### src/sv/pafc_pkg.sv
// Shared types, codes and constants for the pixel alpha format converter.
// No dependencies; every other file of the block imports this package.
`timescale 1ns / 1ps

package pafc_pkg;

    // Field widths
    localparam int CH_W   = 16;
    localparam int BYTE_W = 8;
    localparam int WORD_W = 32;
    localparam int EXT_W  = 40;

    // 1.0 in channel fixed point
    localparam logic [CH_W-1:0] FULL_SCALE = 16'hFFFF;

    // Byte narrowing divisor: 65535 squared
    localparam logic [EXT_W-1:0] NARROW_DEN = 40'd4294836225;

    // Register stages inside each lane (the top adds one output register)
    localparam int LANE_DEPTH = 6;

    // Alpha handling codes (code 3 behaves as straight alpha)
    localparam logic [1:0] MODE_PREMUL = 2'd0;
    localparam logic [1:0] MODE_OPAQUE = 2'd2;

    // Operation codes
    localparam logic OP_READ  = 1'b0;
    localparam logic OP_WRITE = 1'b1;

    // Register indexes
    localparam logic REG_BYTE_ORDER     = 1'b0;
    localparam logic REG_ALPHA_HANDLING = 1'b1;

    // Configuration seen by both lanes
    typedef struct packed {
        logic       byte_order;
        logic [1:0] alpha_handling;
    } t_cfg;

    // Widen a byte to channel scale (byte * 257)
    function automatic logic [CH_W-1:0] widen_byte(input logic [BYTE_W-1:0] b);
        return {b, b};
    endfunction

endpackage

### src/sv/pafc_wr_lane.sv
// Write lane: optional alpha multiply, narrowing to bytes by a pipelined
// restoring divide by 65535 squared, and packing. Depends on pafc_pkg.
`timescale 1ns / 1ps

module pafc_wr_lane
    import pafc_pkg::*;
(
    input  logic              i_clk,
    input  t_cfg              i_cfg,
    input  logic [CH_W-1:0]   i_red,
    input  logic [CH_W-1:0]   i_green,
    input  logic [CH_W-1:0]   i_blue,
    input  logic [CH_W-1:0]   i_alpha,
    output logic [WORD_W-1:0] o_packed
);

    localparam int NCH        = 4;
    localparam int DIV_STAGES = 4;
    localparam int STEPS      = BYTE_W / DIV_STAGES;
    localparam int PROD_W     = 2 * CH_W;

    logic [PROD_W-1:0] r_prod [NCH];
    logic [EXT_W-1:0]  r_rem  [0:DIV_STAGES][NCH];
    logic [BYTE_W-1:0] r_q    [0:DIV_STAGES][NCH];

    logic [CH_W-1:0]   n_chan [NCH];
    logic [CH_W-1:0]   n_mult [NCH];

    // Scale colors by alpha in premultiplied mode, else by 1.0
    always_comb begin
        n_chan[0] = i_red;
        n_chan[1] = i_green;
        n_chan[2] = i_blue;
        n_chan[3] = i_alpha;
        for (int ch = 0; ch < NCH - 1; ch++) begin
            n_mult[ch] = (i_cfg.alpha_handling == MODE_PREMUL) ? i_alpha : FULL_SCALE;
        end
        n_mult[NCH-1] = FULL_SCALE;
    end

    always_ff @(posedge i_clk) begin
        for (int ch = 0; ch < NCH; ch++) begin
            r_prod[ch] <= {{CH_W{1'b0}}, n_chan[ch]} * {{CH_W{1'b0}}, n_mult[ch]};
        end
    end

    // Times 255 as shift and subtract
    always_ff @(posedge i_clk) begin
        for (int ch = 0; ch < NCH; ch++) begin
            r_rem[0][ch] <= {r_prod[ch], {BYTE_W{1'b0}}} - {{BYTE_W{1'b0}}, r_prod[ch]};
            r_q[0][ch]   <= '0;
        end
    end

    // Divider stages: two quotient bits per stage, high bit first
    for (genvar j = 0; j < DIV_STAGES; j++) begin : g_div
        logic [EXT_W-1:0]  s_rem [NCH];
        logic [BYTE_W-1:0] s_q   [NCH];

        always_comb begin
            logic [EXT_W-1:0] sub;
            logic             qbit;
            for (int ch = 0; ch < NCH; ch++) begin
                s_rem[ch] = r_rem[j][ch];
                s_q[ch]   = r_q[j][ch];
                for (int t = 0; t < STEPS; t++) begin
                    sub  = NARROW_DEN << (BYTE_W - 1 - STEPS * j - t);
                    qbit = (s_rem[ch] >= sub);
                    if (qbit) begin
                        s_rem[ch] = s_rem[ch] - sub;
                    end
                    s_q[ch] = {s_q[ch][BYTE_W-2:0], qbit};
                end
            end
        end

        always_ff @(posedge i_clk) begin
            for (int ch = 0; ch < NCH; ch++) begin
                r_rem[j+1][ch] <= s_rem[ch];
                r_q[j+1][ch]   <= s_q[ch];
            end
        end
    end

    // Pack bytes in configured order; opaque mode drops alpha
    always_comb begin
        logic [BYTE_W-1:0] first, third, abyte;
        first = i_cfg.byte_order ? r_q[DIV_STAGES][2] : r_q[DIV_STAGES][0];
        third = i_cfg.byte_order ? r_q[DIV_STAGES][0] : r_q[DIV_STAGES][2];
        abyte = (i_cfg.alpha_handling == MODE_OPAQUE) ? '0 : r_q[DIV_STAGES][3];
        o_packed = {abyte, third, r_q[DIV_STAGES][1], first};
    end

endmodule

### config.mk
export PLATFORM = sky130hd
export DESIGN_NAME = pafc_wr_lane
export DESIGN_NICKNAME = d
export VERILOG_FILES = /design/src/sv/pafc_pkg.sv /design/src/sv/pafc_wr_lane.sv
export SDC_FILE = /design/constraint.sdc
export NUM_CORES = 2
export LEC_CHECK = 0
export BUFFER_PORTS_ARGS = -buffer_cell sky130_fd_sc_hd__buf_2
export CORE_MARGIN = 5
export CORE_UTILIZATION = 42
export CTS_CLUSTER_SIZE = 16
export DETAILED_ROUTE_END_ITERATION = 12
export PLACE_DENSITY_LB_ADDON = 0.05
export SLEW_MARGIN = 20
export SYNTH_ARGS = -nofsm -noshare
export SYNTH_HDL_FRONTEND = slang
export SYNTH_SLANG_ARGS = --single-unit
### constraint.sdc
create_clock -name i_clk -period 9.3 [get_ports i_clk]
set_clock_uncertainty 0.1 [all_clocks]
set_input_delay 1.86 -clock i_clk [delete_from_list [all_inputs] [get_ports i_clk]]
set_output_delay 1.86 -clock i_clk [all_outputs]
set_load 0.03 [all_outputs]
==> impl_metrics.json <==
{
  "criticalPathCategory": "in2reg",
  "critical_path.startpoint_type": "primary input",
  "design.portCount": 100,
  "dp_hpwl_um": 181000,
  "synth_nets": 11100,
  "cts.clk_slew.worst_paths_ns": 0.06,
  "fillers": 19200,
  "remaining_routing_drc_violations": 0,
  "final_max_slew_viol_count": 0,
  "timing.rr.start": "r_rem[1][127]",
  "antenna_found_initial": 14,
  "cap_viol_max_count": 0,
  "outcome": "finished, final reports clean",
  "maximum_buffer_depth_of_the_clock_tree": 3,
  "edff_count_synth": 0,
  "post-cts-setup-buffer-count": 0,
  "antenna_left": 0,
  "firstDrtPassIters": 6,
  "post_cts_resize_count": 0,
  "hold_path_class": "reg2reg",
  "tritoncts": "done",
  "vias_per_cell": 5.43,
  "setup_total_negative_slack_ns": 0,
  "layout_common_cells": "1143 x sky130_fd_sc_hd__inv_1, 973 x sky130_fd_sc_hd__nand2_1, 848 x sky130_fd_sc_hd__dfxtp_1, 707 x sky130_fd_sc_hd__fa_1, 652 x sky130_fd_sc_hd__xnor2_1",
  "wl_per_cell_um": 18.1,
  "overall_die_height_um": 450,
  "root_buffer": "sky130_fd_sc_hd__clkbuf_16",
  "mean_post_synth_cell_area_um2": 8.35,
  "timing.reg2reg.setup_slack_ns": 3.53,
  "core_box_area_um2": 193000,
  "cp_endpoint_kind": "flop",
  "start_util_pct": 42.2,
  "drt-total-wl_um": 222000,
  "number_of_global_route_vias_before_repair": 65500,
  "crit_path_frequent_cell": "sky130_fd_sc_hd__fa_1",
  "dr_total_vias": 66600,
  "dr.first_iter.drc_count": 4527,
  "netlist.area_leader.share_pct": 20.8,
  "synth-seq-area-share_pct": 20.8,
  "critical_path.slowest_cell": "sky130_fd_sc_hd__or3_2",
  "clock_sink_count": 848,
  "grt_first_pass_wirelength_um": 363000,
  "timing.critical_path.required_ns": 9.84,
  "slew_headroom_pct": 35.1,
  "stage_delay_of_the_slowest_cell_on_the_critical_path_ns": 0.83,
  "syn-cell-area_um2": 81400,
  "placement.io_buffers": 99,
  "yosys.cell_types.count": 105,
  "grt_util_all_layers_pct": 21.6,
  "arrival_worst_endpoint_ns": 9.09,
  "layout_overhead_on_the_synthesized_area_pct": 7.61,
  "postSynthRegisterBits": 848,
  "chipWidth_um": 450,
  "cp_max_fo": 29,
  "holdBufCountCts": 0,
  "largest_area_contributor_in_the_netlist": "sky130_fd_sc_hd__dfxtp_1",
  "cts-htree-levels": 3,
  "total_cts_buffers": 93,
  "drive_gt1_share_pct": 5.02,
  "grt_setup_unrepaired": "false",
  "finalHoldViolations": 0,
  "fin_crit_ns": 8.54,
  "layout_commonest_cell": "sky130_fd_sc_hd__inv_1",
  "maxClockFrequency_mhz": 117,
  "synthArstFlopShare_pct": 0,
  "clock_insertion_delay_worst_skew_ns": 0.73,
  "final_global_route_overflow_total": 0,
  "floorplan.die_area_um2": 203000,
  "startpoint": "i_cfg[1]",
  "cell_family_contributing_the_most_delay_on_the_critical_path": "adder cells",
  "setup_violations": 0,
  "worstPathBufferInverterCount": 5,
  "num-nets-final": 11000,
  "num_rows": 161,
  "most_common_flop_cell_mapped_by_yosys": "sky130_fd_sc_hd__dfxtp_1",
  "yosysWarnings": 0,
  "syn-instance-count": 9754,
  "grt_max_degree": 49,
  "netlist_top_cells_area": "sky130_fd_sc_hd__dfxtp_1 21%, sky130_fd_sc_hd__fa_1 17%, sky130_fd_sc_hd__ha_1 8.3%, sky130_fd_sc_hd__xnor2_1 7.0%, sky130_fd_sc_hd__inv_1 5.3%",
  "finalWeightedCongestion": 0.883,
  "worst_slew_pin_slew_ns": 0.966,
  "hp-start": "r_rem[0][125]",
  "post-route-period-util_pct": 91.8
}
==> per-layer routing <==
layer / part of all wire, % / GRT usage, % / vias up
met1: 50 / 32.1 / 31900
met4: 2.0 / 4.84 / 0
met2: 44 / 34.0 / 1617
met3: 4.3 / 1.95 / 253
met5: 0 / 0 / -
li1: - / - / 32800
==> flip-flops by register name, indices dropped and copies added, names as in the netlist <==
register,cells
r_prod,128
r_q,80
r_rem,640
==> worst paths after layout <==
check                  end  cells past startpoint
max          r_prod[0][30]                     25
min          r_rem[1][125]                      0
max reg2reg  r_rem[2][153]                     12
min reg2reg  r_rem[1][125]                      0
==> logic make-up (layout without fill, tap and decap cells) <==
| family | after synthesis | count (layout) | synth area share [%] |
|---|---|---|---|
| compound gates | 1447 | 1447 | 12.0 |
| xor+xnor | 955 | 955 | 10.3 |
| mux | 56 | 56 | 0.728 |
| simple gates | 3670 | 3670 | 23.3 |
| flops | 848 | 848 | 20.8 |
| other cells | 0 | 5 | 0 |
| buf+inv | 1528 | 1499 | 7.12 |
| fa+ha+maj | 1250 | 1250 | 25.7 |
==> worst register-to-register path, stage by stage, from the launching register on <==
cell and delay, ns:
sky130_fd_sc_hd__dfxtp_1 0.39, sky130_fd_sc_hd__nor3_1 0.64, sky130_fd_sc_hd__nand4_1 0.59, sky130_fd_sc_hd__o211a_1 0.48, sky130_fd_sc_hd__nor2_2 0.64, sky130_fd_sc_hd__xnor2_1 0.25, sky130_fd_sc_hd__ha_1 0.31, sky130_fd_sc_hd__o21ai_0 0.16
sky130_fd_sc_hd__nor4bb_1 0.76, sky130_fd_sc_hd__a2111o_1 0.40, sky130_fd_sc_hd__nand2_1 0.46, sky130_fd_sc_hd__a31oi_1 0.33, sky130_fd_sc_hd__xnor2_1 0.15
==> per-stage QoR <==
stage               hold slack [ns]  area (µm²)  instances  worst slack [ns]  util, %
global placement              0.210       84300      12100             0.191     43.7
CTS                           0.199       87600      12300             0.843     45.5
finish                        0.207       87600      12300             0.760     45.5
global route                  0.201       87600      12300             0.338     45.5
floorplan                     0.210       81400       9754             0.784        -
detailed placement            0.212       84300      12100            0.0464     43.7
==> synth_stat cells (all sizes together) (26+ instances only) <==
master / instances
nand3: 268
inv: 1151
a31oi: 78
a21oi: 317
or2: 53
o21bai: 41
o211ai: 47
and3: 94
nor4: 158
mux2: 26
a211oi: 84
nor3b: 53
and4: 37
o21ai: 278
o31ai: 47
a21o: 96
o22ai: 38
buf: 40
xnor2: 652
fa: 707
a21boi: 30
nor3: 316
xor2: 303
nor2: 637
or4: 66
o2111ai: 26
nand3b: 47
nand2b: 78
nor2b: 68
dfxtp: 848
mux2i: 30
nand4: 148
or3: 103
a2111oi: 29
o31a: 31
clkbuf: 334
ha: 543
nand4b: 27
nand2: 973
and2: 442
o21a: 53
nor4b: 47
==> final cells by class <==
class	instances	area, µm²	share of cell area [%]
Tap cell	2526	3160	3.61
Timing Repair Buffer	173	1100	1.26
Clock buffer	119	2540	2.90
Clock inverter	53	812	0.926
Sequential cell	848	17000	19.4
Inverter	1154	4330	4.94
Antenna cell	5	12.5	0.0143
Multi-Input combinational cell	7378	58700	67.0
Power is not shown: default switching activity piles up to over one toggle a cycle in this logic, so the estimate is an artifact.
